==> config.mk <==
export PLATFORM = sky130hd
export DESIGN_NAME = circle_rect_collision_side
export DESIGN_NICKNAME = d
export VERILOG_FILES = /design/src/hw/rtl/crc_pkg.sv /design/src/hw/rtl/circle_rect_collision_side.sv /design/src/hw/rtl/crc_axis.sv
export SDC_FILE = /design/constraint.sdc
export NUM_CORES = 2
export LEC_CHECK = 0
export BUFFER_PORTS_ARGS = -buffer_cell sky130_fd_sc_hd__buf_4
export CORE_MARGIN = 1.5
export CORE_UTILIZATION = 65
export DETAILED_ROUTE_END_ITERATION = 7
export PLACE_DENSITY = 0.82
export SLEW_MARGIN = 5
export SYNTH_ARGS = -nofsm -noshare
export SYNTH_HDL_FRONTEND = slang
export SYNTH_SLANG_ARGS = --single-unit
==> constraint.sdc <==
create_clock -name clk -period 15.8 [get_ports clk]
set_input_delay 3.16 -clock clk [delete_from_list [all_inputs] [get_ports clk]]
set_output_delay 3.16 -clock clk [all_outputs]
set_load 0.03 [all_outputs]
==> src/hw/rtl/crc_pkg.sv <==
// ----------------------------------------------------------------------------
// crc_pkg: shared types for the circle/rectangle contact test
// Side codes, per-axis band flags and the stage enables passed to each axis.
// ----------------------------------------------------------------------------
package crc_pkg;

	localparam int unsigned CoordW  = 16;
	localparam int unsigned RadiusW = 10;
	localparam int unsigned SizeW   = 12;
	// centre and edges after adding radius or size
	localparam int unsigned PosW    = CoordW + 2;
	// magnitude of the centre-to-closest-point distance on one axis
	localparam int unsigned DistW   = PosW;
	localparam int unsigned SqW     = 2 * DistW;
	localparam int unsigned RadSqW  = 2 * RadiusW;

	typedef enum logic [2:0] {
		SIDE_NONE   = 3'd0,
		SIDE_LEFT   = 3'd1,
		SIDE_RIGHT  = 3'd2,
		SIDE_TOP    = 3'd3,
		SIDE_BOTTOM = 3'd4
	} side_t;

	// closest point strictly inside the band below / above the centre
	typedef struct packed {
		logic below;
		logic above;
	} band_t;

	typedef struct packed {
		logic s2;
		logic s3;
	} stage_en_t;

endpackage

==> src/hw/rtl/circle_rect_collision_side.sv <==
// ----------------------------------------------------------------------------
// circle_rect_collision_side: circle versus axis-aligned rectangle contact side
// Classifies the side of the rectangle that a circle touches, one request per
// clock while in_stall is low.
// ----------------------------------------------------------------------------
// Usage:
//   Input channel: in_valid / in_stall with the circle bounding-box corner,
//   radius, rectangle corner, width and height. A request is taken on a rising
//   edge where in_valid is high and in_stall is low.
//   Output channel: out_valid / out_stall with contact_side (none, left, right,
//   top, bottom), one result for every request, in order.
//   Pipeline: the accepting edge loads the input register; clamp, distance/bands
//   and squares are each registered in turn, and the compare lands in the output
//   register that drives out_valid.
//   Throughput: one request per cycle while nothing stalls; every stage takes one
//   request per clock whenever it moves. Each stage moves on when it is empty or
//   the next stage moves, so empty stages keep filling while a result waits under
//   out_stall; in_stall rises only once all five stages hold requests and the
//   output is stalled. Reset (arst_n low) empties the pipe: out_valid drops and
//   in-flight requests are discarded. The data registers are not reset.
// ----------------------------------------------------------------------------
module circle_rect_collision_side (
	input  logic                               clk,
	input  logic                               arst_n,
	input  logic                               in_valid,
	output logic                               in_stall,
	input  logic signed [crc_pkg::CoordW-1:0]  circle_x,
	input  logic signed [crc_pkg::CoordW-1:0]  circle_y,
	input  logic        [crc_pkg::RadiusW-1:0] radius,
	input  logic signed [crc_pkg::CoordW-1:0]  rect_x,
	input  logic signed [crc_pkg::CoordW-1:0]  rect_y,
	input  logic        [crc_pkg::SizeW-1:0]   rect_width,
	input  logic        [crc_pkg::SizeW-1:0]   rect_height,
	output logic                               out_valid,
	input  logic                               out_stall,
	output logic        [2:0]                  contact_side
);

	logic valid_s1, valid_s2, valid_s3, valid_s4, out_valid_q;
	logic en_s1, en_s4, en_out;
	crc_pkg::stage_en_t en_mid;

	logic signed [crc_pkg::CoordW-1:0]  circle_x_s1, circle_y_s1, rect_x_s1, rect_y_s1;
	logic        [crc_pkg::RadiusW-1:0] radius_s1, radius_s2, radius_s3;
	logic        [crc_pkg::SizeW-1:0]   rect_width_s1, rect_height_s1;

	logic [crc_pkg::DistW-1:0]  dist_x_s3, dist_y_s3;
	crc_pkg::band_t             band_x_s3, band_y_s3;

	logic [crc_pkg::SqW-1:0]    sq_x_s4, sq_y_s4;
	logic [crc_pkg::RadSqW-1:0] rad_sq_s4;
	crc_pkg::side_t             side_s4, side_q, side_cand;
	logic [crc_pkg::SqW:0]      dist_sq;

	// per-stage advance: a stage moves when empty or when the next one moves
	assign en_out    = !out_valid_q || !out_stall;
	assign en_s4     = !valid_s4 || en_out;
	assign en_mid.s3 = !valid_s3 || en_s4;
	assign en_mid.s2 = !valid_s2 || en_mid.s3;
	assign en_s1     = !valid_s1 || en_mid.s2;
	assign in_stall  = !en_s1;

	always_ff @(posedge clk or negedge arst_n) begin
		if (!arst_n) begin
			valid_s1    <= 1'b0;
			valid_s2    <= 1'b0;
			valid_s3    <= 1'b0;
			valid_s4    <= 1'b0;
			out_valid_q <= 1'b0;
		end else begin
			if (en_s1)     valid_s1    <= in_valid;
			if (en_mid.s2) valid_s2    <= valid_s1;
			if (en_mid.s3) valid_s3    <= valid_s2;
			if (en_s4)     valid_s4    <= valid_s3;
			if (en_out)    out_valid_q <= valid_s4;
		end
	end

	always_ff @(posedge clk) begin
		if (en_s1) begin
			circle_x_s1    <= circle_x;
			circle_y_s1    <= circle_y;
			radius_s1      <= radius;
			rect_x_s1      <= rect_x;
			rect_y_s1      <= rect_y;
			rect_width_s1  <= rect_width;
			rect_height_s1 <= rect_height;
		end
		if (en_mid.s2) radius_s2 <= radius_s1;
		if (en_mid.s3) radius_s3 <= radius_s2;
	end

	crc_axis u_axis_x (
		.clk       (clk),
		.en        (en_mid),
		.corner_s1 (circle_x_s1),
		.radius_s1 (radius_s1),
		.edge_s1   (rect_x_s1),
		.size_s1   (rect_width_s1),
		.dist_s3   (dist_x_s3),
		.band_s3   (band_x_s3)
	);

	crc_axis u_axis_y (
		.clk       (clk),
		.en        (en_mid),
		.corner_s1 (circle_y_s1),
		.radius_s1 (radius_s1),
		.edge_s1   (rect_y_s1),
		.size_s1   (rect_height_s1),
		.dist_s3   (dist_y_s3),
		.band_s3   (band_y_s3)
	);

	// top/bottom wins over left/right
	always_comb begin
		if (band_y_s3.below) begin
			side_cand = crc_pkg::SIDE_TOP;
		end else if (band_y_s3.above) begin
			side_cand = crc_pkg::SIDE_BOTTOM;
		end else if (band_x_s3.below) begin
			side_cand = crc_pkg::SIDE_LEFT;
		end else if (band_x_s3.above) begin
			side_cand = crc_pkg::SIDE_RIGHT;
		end else begin
			side_cand = crc_pkg::SIDE_NONE;
		end
	end

	always_ff @(posedge clk) begin
		if (en_s4) begin
			sq_x_s4   <= crc_pkg::SqW'(dist_x_s3) * crc_pkg::SqW'(dist_x_s3);
			sq_y_s4   <= crc_pkg::SqW'(dist_y_s3) * crc_pkg::SqW'(dist_y_s3);
			rad_sq_s4 <= crc_pkg::RadSqW'(radius_s3) * crc_pkg::RadSqW'(radius_s3);
			side_s4   <= side_cand;
		end
	end

	assign dist_sq = {1'b0, sq_x_s4} + {1'b0, sq_y_s4};

	always_ff @(posedge clk) begin
		if (en_out) begin
			if (dist_sq <= {{(crc_pkg::SqW+1-crc_pkg::RadSqW){1'b0}}, rad_sq_s4}) begin
				side_q <= side_s4;
			end else begin
				side_q <= crc_pkg::SIDE_NONE;
			end
		end
	end

	assign out_valid    = out_valid_q;
	assign contact_side = side_q;

`ifndef SYNTHESIS
	// the input side only backs up once every stage is full and the output stalls
	a_stall_only_when_full: assert property (@(posedge clk) disable iff (!arst_n)
		in_stall |-> (valid_s1 && valid_s2 && valid_s3 && valid_s4 && out_valid_q && out_stall))
		else $error("in_stall raised with room in the pipe");

	// a zero radius never reports a side
	a_zero_radius_none: assert property (@(posedge clk) disable iff (!arst_n)
		(en_out && valid_s4 && rad_sq_s4 == '0) |=>
			(out_valid && contact_side == crc_pkg::SIDE_NONE))
		else $error("side reported for zero radius");

	// a drained output with nothing behind it goes idle
	a_out_drains: assert property (@(posedge clk) disable iff (!arst_n)
		(out_valid_q && !out_stall && !valid_s4) |=> !out_valid_q)
		else $error("result repeated after it was taken");

	// a blocked squaring stage keeps its request
	a_s4_holds: assert property (@(posedge clk) disable iff (!arst_n)
		(valid_s4 && !en_s4) |=> (valid_s4 && $stable(side_s4) && $stable(rad_sq_s4)))
		else $error("stage 4 request lost under stall");
`endif

endmodule

==> src/hw/rtl/crc_axis.sv <==
// ----------------------------------------------------------------------------
// crc_axis: one axis of the contact test
// Centre, clamp to the rectangle span, distance magnitude and side band.
// ----------------------------------------------------------------------------
module crc_axis (
	input  logic                               clk,
	input  crc_pkg::stage_en_t                 en,
	input  logic signed [crc_pkg::CoordW-1:0]  corner_s1,
	input  logic        [crc_pkg::RadiusW-1:0] radius_s1,
	input  logic signed [crc_pkg::CoordW-1:0]  edge_s1,
	input  logic        [crc_pkg::SizeW-1:0]   size_s1,
	output logic        [crc_pkg::DistW-1:0]   dist_s3,
	output crc_pkg::band_t                     band_s3
);

	logic signed [crc_pkg::PosW-1:0]    centre;
	logic signed [crc_pkg::PosW-1:0]    far_edge;
	logic signed [crc_pkg::PosW-1:0]    near_edge;
	logic signed [crc_pkg::PosW-1:0]    clamped;

	logic signed [crc_pkg::PosW-1:0]    centre_s2;
	logic signed [crc_pkg::PosW-1:0]    point_s2;
	logic        [crc_pkg::RadiusW-1:0] radius_s2;

	logic signed [crc_pkg::PosW:0]      diff;
	logic signed [crc_pkg::PosW:0]      centre_ext;
	logic signed [crc_pkg::PosW:0]      point_ext;
	logic signed [crc_pkg::PosW:0]      rad_ext;
	logic        [crc_pkg::PosW:0]      diff_mag;
	crc_pkg::band_t                     band;

	// stage 2: centre and clamp
	always_comb begin
		centre    = crc_pkg::PosW'(corner_s1) +
			$signed({{(crc_pkg::PosW-crc_pkg::RadiusW){1'b0}}, radius_s1});
		near_edge = crc_pkg::PosW'(edge_s1);
		far_edge  = near_edge +
			$signed({{(crc_pkg::PosW-crc_pkg::SizeW){1'b0}}, size_s1});
		clamped   = centre;
		if (clamped > far_edge) begin
			clamped = far_edge;
		end
		if (clamped < near_edge) begin
			clamped = near_edge;
		end
	end

	always_ff @(posedge clk) begin
		if (en.s2) begin
			centre_s2 <= centre;
			point_s2  <= clamped;
			radius_s2 <= radius_s1;
		end
	end

	// stage 3: distance magnitude and strict bands
	always_comb begin
		centre_ext = (crc_pkg::PosW+1)'(centre_s2);
		point_ext  = (crc_pkg::PosW+1)'(point_s2);
		rad_ext    = $signed({{(crc_pkg::PosW+1-crc_pkg::RadiusW){1'b0}}, radius_s2});
		diff       = point_ext - centre_ext;
		diff_mag   = diff[crc_pkg::PosW] ? $unsigned(-diff) : $unsigned(diff);
		band.below = (centre_ext < point_ext) && (point_ext < centre_ext + rad_ext);
		band.above = (centre_ext > point_ext) && (point_ext > centre_ext - rad_ext);
	end

	always_ff @(posedge clk) begin
		if (en.s3) begin
			dist_s3 <= diff_mag[crc_pkg::DistW-1:0];
			band_s3 <= band;
		end
	end

endmodule
## Word-level counts from Yosys, hierarchy flattened

Index checks and enable logic that the tools add are counted.
Widths: inputs -> output; s select.

| storage, ports and cells | value |
|---|---|
| output and inout port bits | 5 |
| word-level logic and storage cells | 83 |
| bits in registers | 331 |

| operators by class | value |
|---|---|
| reduce and logical (&&, ||, !) cells | 16 |
| $mul | 3 |
| mux-type cells | 9 |
| order comparisons | 13 |
| $add $sub $neg | 13 |

Operators with widths:

| kind | count |
|---|---|
| $mux 18 | 6 |
| $mul 18x18->36 | 2 |
| $gt 18x19->1 | 2 |
| $lt 18x19->1 | 2 |
| $sub 18x17->19 | 2 |
| $add 36x36->37 | 1 |
| $le 37x20->1 | 1 |
| $add 17x11->18 | 2 |
| $gt 17x18->1 | 2 |
| $lt 17x18->1 | 2 |
| $lt 18x16->1 | 2 |
| $neg 18->18 | 2 |
| $sub 17x11->18 | 2 |
| $add 16x11->17 | 2 |
| $add 16x13->17 | 2 |
| $gt 17x17->1 | 2 |
| $mul 10x10->20 | 1 |
| $logic_not 1->1 | 7 |
| $logic_or 1x1->1 | 5 |
| $logic_and 1x1->1 | 4 |
| $mux 2 | 2 |
| $mux 3 | 1 |

## Logic depth before layout (Yosys ltp)

| logic depth | value |
|---|---|
| depth after elaboration | 7 |
| depth in mapped cells | 35 |
| mapped depth without buffers | 33 |

## Modules after synthesis

Synthesis repeated with hierarchy kept, for this count alone.

| second synthesis, totals | value |
|---|---|
| cells, all modules | 4507 |
| area total of the unflattened synthesis | 44695.4 sq um |

By module, submodules not included:

| module | area each (sq um) | sequential area each (sq um) | times used | cells each |
|---|---|---|---|---|
| circle_rect_collision_side | 29742.3 | 6521.3 | 1 | 2895 |
| crc_axis at u_axis_y | 7478.4 | 1921.8 | 1 | 806 |
| crc_axis at u_axis_x | 7474.7 | 1921.8 | 1 | 806 |

## Least setup slack after synthesis

OpenSTA, ideal clock, no wires.

| timing | value |
|---|---|
| path kind | input to output |
| from | in out_stall |
| to | out in_stall |
| buffers on the path | 0 |
| setup slack | 5.220 ns |
| cell stages on the path | 3 |
| data arrival time | 7.420 ns |
| cell sequence | and3_1 nand4_1 inv_1 |

| between the ends | value |
|---|---|
| word-level cells in the longest chain between the ends | 7 |

RTL lines:

| element | RTL line | text |
|---|---|---|
| start: declaration | circle_rect_collision_side.sv:35 | `input logic out_stall,` |
| $logic_not 1->1 | circle_rect_collision_side.sv:56 | `assign en_out = !out_valid_q \|\| !out_stall;` |
| $logic_or 1x1->1 | circle_rect_collision_side.sv:56 |  |
| $logic_or 1x1->1 | circle_rect_collision_side.sv:57 | `assign en_s4 = !valid_s4 \|\| en_out;` |
| $logic_or 1x1->1 | circle_rect_collision_side.sv:58 | `assign en_mid.s3 = !valid_s3 \|\| en_s4;` |
| $logic_or 1x1->1 | circle_rect_collision_side.sv:59 | `assign en_mid.s2 = !valid_s2 \|\| en_mid.s3;` |
| $logic_or 1x1->1 | circle_rect_collision_side.sv:60 | `assign en_s1 = !valid_s1 \|\| en_mid.s2;` |
| $logic_not 1->1 | circle_rect_collision_side.sv:61 | `assign in_stall = !en_s1;` |
| end: declaration | circle_rect_collision_side.sv:26 | `output logic in_stall,` |

Every way passes these cells.

## Worst setup path in the final report

| timing | value |
|---|---|
| from | reg radius_s1[1] (netlist bit) |
| to | reg u_axis_x.point_s2[4] (netlist bit), data pin |

| between the ends | value |
|---|---|
| word-level cells in the longest chain between the ends | 5 |

RTL lines:

| element | RTL line | text |
|---|---|---|
| start: declaration | circle_rect_collision_side.sv:44 | `logic [crc_pkg::RadiusW-1:0] radius_s1, radius_s2, radius_s3;` |
| start signal: assignment | circle_rect_collision_side.sv:83 | `radius_s1 <= radius;` |
| $add 16x11->17 (*) | crc_axis.sv:34 | `centre = crc_pkg::PosW'(corner_s1) +` |
| named net u_axis_x.centre (one bit) | crc_axis.sv:16 | `logic signed [crc_pkg::PosW-1:0] centre;` |
| $gt 17x17->1 | crc_axis.sv:40 | `if (clamped > far_edge) begin` |
| $mux 18 (*) | crc_axis.sv:40 |  |
| $lt 18x16->1 | crc_axis.sv:43 | `if (clamped < near_edge) begin` |
| $mux 18 (*) | crc_axis.sv:43 |  |
| named net u_axis_x.clamped (one bit) | crc_axis.sv:19 | `logic signed [crc_pkg::PosW-1:0] clamped;` |
| end signal: assignment | crc_axis.sv:51 | `point_s2 <= clamped;` |
| end: declaration | crc_axis.sv:22 | `logic signed [crc_pkg::PosW-1:0] point_s2;` |

Mark *: on every way through the listed nets, which the timed path passes. The rest lies on a longest branch.
A chain may end at the register's enable or synchronous reset.

==> impl_metrics.yaml <==
die:
  num_rows: 94
  start_util_pct: 65.6
  die_x_um: 260
  core_area_um2: 65600
  die_h_um: 260
  die-area_um2: 67800
  io_pins: 107
synthesis:
  synth_area_per_cell_um2: 9.81
  ys_warn_count: 0
  synth_seq_cells: 326
  netlist_area_um2: 43100
  syn_nets: 5560
  synth_flop_cell: "edfxtp_1"
  postSynthCellCount: 4388
  synth_async_sr_flop_share_pct: 1.53
  ys_seq_area_share_pct: 22.7
  synth.distinct_cells: 85
  synth_edf_count: 321
detailed_routing:
  drc: 0
  routed-via-count: 30700
  dr.pass1.iters: 5
  ant_nets: 0
  met1_length_um: 36600
  drt_iter0_markers: 1777
  route.met3.wl_um: 4850
  top_layer: "met4"
  drt_wl_total_um: 92700
  met2WireLength_um: 47000
  avgRoutedWirePerCell_um: 17.3
  via_per_inst: 5.73
timing:
  final.setup.tns_ps: 0
  rsz0062_at_grt: "no"
  maxSlewHeadroom_pct: 20.1
  fin_ws_ps: 7910
  final-hold-violation-count: 0
  setup_violations: 0
  skew_ps: 35.9
  finalCritPeriodShare_pct: 49.9
  fmax_ghz: 0.127
  drv_slew: 0
  worst_pin_slew_ps: 1200
  timing.final.crit_period_ps: 7890
  whs_ps: 465
worst_setup_path:
  crit-reg2reg-capture: "u_axis_x.point_s2[4]$_DFFE_PP_"
  cp.required_ps: 16110
  crit_type: "flip-flop to flip-flop"
  slowest_stage: "o311ai_0"
  startpoint: "radius_s1[1]$_DFFE_PN_"
  reg2reg_depth: 30
  path_common_cell: "a21oi_1"
  rrSetupSlack_ps: 7910
  critPathCapture: "u_axis_x.point_s2[4]$_DFFE_PP_"
  r2r-start: "radius_s1[1]$_DFFE_PN_"
  crit_arrival_ps: 8200
  max_stage_delay_ps: 830
  setup.worst_path.start_class: "flip-flop"
  worstPathMaxFanout: 25
  crit_path_end_kind: "flip-flop"
clocking:
  h-tree-depth: 2
  cts-buffers-inserted: 37
  cts_hold_buffers: 0
  insertion_delay_ps: 560
  numClockSinks: 326
  post_cts_buffers: 0
  clockRootBuffer: "clkbuf_16"
  cts_tree: "yes"
  clk_path_buf_depth: 3
  post_cts_resized: 0
  path_clk_slew_ps: 60
grt:
  grt_pass1_wl_um: 155000
  grt_max_degree: 65
  gr-total-overflow: 0
  grt_pass1_vias: 32800
  grt_antenna_before_repair: 0
  grt_use_total_pct: 28.5
cells_and_area:
  n_antenna_cell: 0
  syn2layout_area_growth_pct: 6.56
  drive_gt1_share_pct: 5.34
  nets: 5646
place:
  hpwlAfterDp_um: 74900
  place_congestion: 0.932
  place_ws_ps: 8110
  portBuffers: 106
hold_path:
  hp-class: "flip-flop to flip-flop"
  min_path_cells: 1
flow_run:
  cap_violations: 0
run_status:
  status: "finished clean"
==> per-layer routing <==
metal	track usage, %	vias up
met4	12.3	0
met5	0	-
met3	2.98	241
met1	34.3	14900
met2	51.6	931
li1	-	14600
==> Yosys cell counts, types with 13 or more instances <==
library cell / number / share of area, %
xnor2_1: 203 / 4.1
a211oi_1: 29 / 0.51
o21bai_1: 30 / 0.52
edfxtp_1: 321 / 22
fa_1: 490 / 23
nand2_1: 291 / 2.5
nor4_1: 18 / 0.26
xor2_1: 64 / 1.3
a21o_1: 94 / 1.6
a21oi_1: 196 / 2.3
mux2_2: 20 / 0.52
or3_1: 13 / 0.19
nor3_1: 47 / 0.55
o21a_1: 69 / 1.2
clkbuf_1: 64 / 0.56
nand2b_1: 62 / 0.90
and2_1: 171 / 2.5
o211ai_1: 14 / 0.24
ha_1: 580 / 17
nand3_1: 50 / 0.58
inv_1: 902 / 7.9
mux2i_1: 15 / 0.35
and3_1: 22 / 0.32
nand4_1: 36 / 0.52
a31oi_1: 29 / 0.42
nor2_1: 179 / 1.6
nor2b_1: 43 / 0.62
o21ai_0: 150 / 1.7
or2_2: 15 / 0.22
==> flip-flops by register name, summed over array words and instances, names as in the netlist, 12 cells and up <==
signal,flops
circle_x_s1,16
circle_y_s1,16
rad_sq_s4,19
rect_height_s1,12
rect_width_s1,12
rect_x_s1,16
rect_y_s1,16
sq_x_s4,35
sq_y_s4,35
u_axis_x.centre_s2,17
u_axis_x.dist_s3,18
u_axis_x.point_s2,17
u_axis_y.centre_s2,17
u_axis_y.dist_s3,18
u_axis_y.point_s2,17
==> cells by family after synthesis <==
kind of cell / Yosys count / synth area share (%)
adders and majority gates: 1072 / 39.7
and+or+nand+nor: 982 / 11.4
buffers and inverters: 972 / 8.52
AOI/OAI and AO/OA: 713 / 10.7
DFF: 326 / 22.7
xor gates and xnor gates: 268 / 5.47
muxes: 55 / 1.48
==> through the flow <==
step,instances,util (%),area [µm²]
floorplan,4388,-,43100
global placement,5299,68.2,44700
detailed placement,5299,68.2,44700
CTS,5361,69.9,45900
global route,5361,69.9,45900
finish,5361,69.9,45900
==> worst max-delay path: cells and delay by family, from the launching register on <==
family                   cells  cell delay, ps
AO/OA/AOI/OAI               14            3410
flip-flops                   1             440
buffers and inverters        1              90
multiplexers                 2             580
adder cells (fa/ha/maj)      3             940
XOR/XNOR                     1             220
AND/OR/NAND/NOR              9            1960
==> cell usage in the layout (no fill, tap or decap), drive strengths merged, types with 8 or more instances in the layout <==
cell type,synthesis,routed
inv,903,904
ha,580,580
fa,490,490
edfxtp,321,321
nand2,291,291
xnor2,204,204
a21oi,197,197
nor2,179,179
and2,171,171
o21ai,154,154
buf,3,114
a21o,94,94
o21a,69,69
xor2,64,64
nand2b,62,62
nand3,50,50
clkbuf,64,48
nor3,47,47
nor2b,43,43
mux2,40,40
nand4,36,36
o21bai,31,31
a31oi,30,30
a211oi,29,29
and3,22,22
nor4,19,19
or2,16,16
mux2i,15,15
o211ai,14,14
or3,13,13
clkinv,2,13
a21boi,11,11
o31ai,11,11
o22ai,9,9
o31a,8,8
and4,8,8
nor3b,8,8
==> final cells by class <==
cell class                      count  area, µm²
Multi-Input combinational cell   3090      29600
Inverter                          905       3400
Clock inverter                     14        136
Timing Repair Buffer              114        856
Sequential cell                   326       9760
Clock buffer                       48       1010
Tap cell                          864       1080
Fill cell                        4816      19700
==> worst min-delay path by stage <==
stage                    startpoint                     to  slack (ps)
6_report       valid_s1$_DFFE_PN0N_   valid_s2$_DFFE_PN0P_         460
5_1_grt        valid_s1$_DFFE_PN0N_   valid_s2$_DFFE_PN0P_         500
4_1_cts        valid_s1$_DFFE_PN0N_   valid_s2$_DFFE_PN0P_         470
3_5_place_dp   valid_s1$_DFFE_PN0N_   valid_s2$_DFFE_PN0P_         460
3_3_place_gp   valid_s1$_DFFE_PN0N_   valid_s2$_DFFE_PN0P_         440
2_1_floorplan  valid_s4$_DFFE_PN0P_  out_valid$_DFFE_PN0P_         430
Power is left out: the tool's default activity adds up to more than one toggle a clock period on the data nets, which glitch-free logic cannot reach.
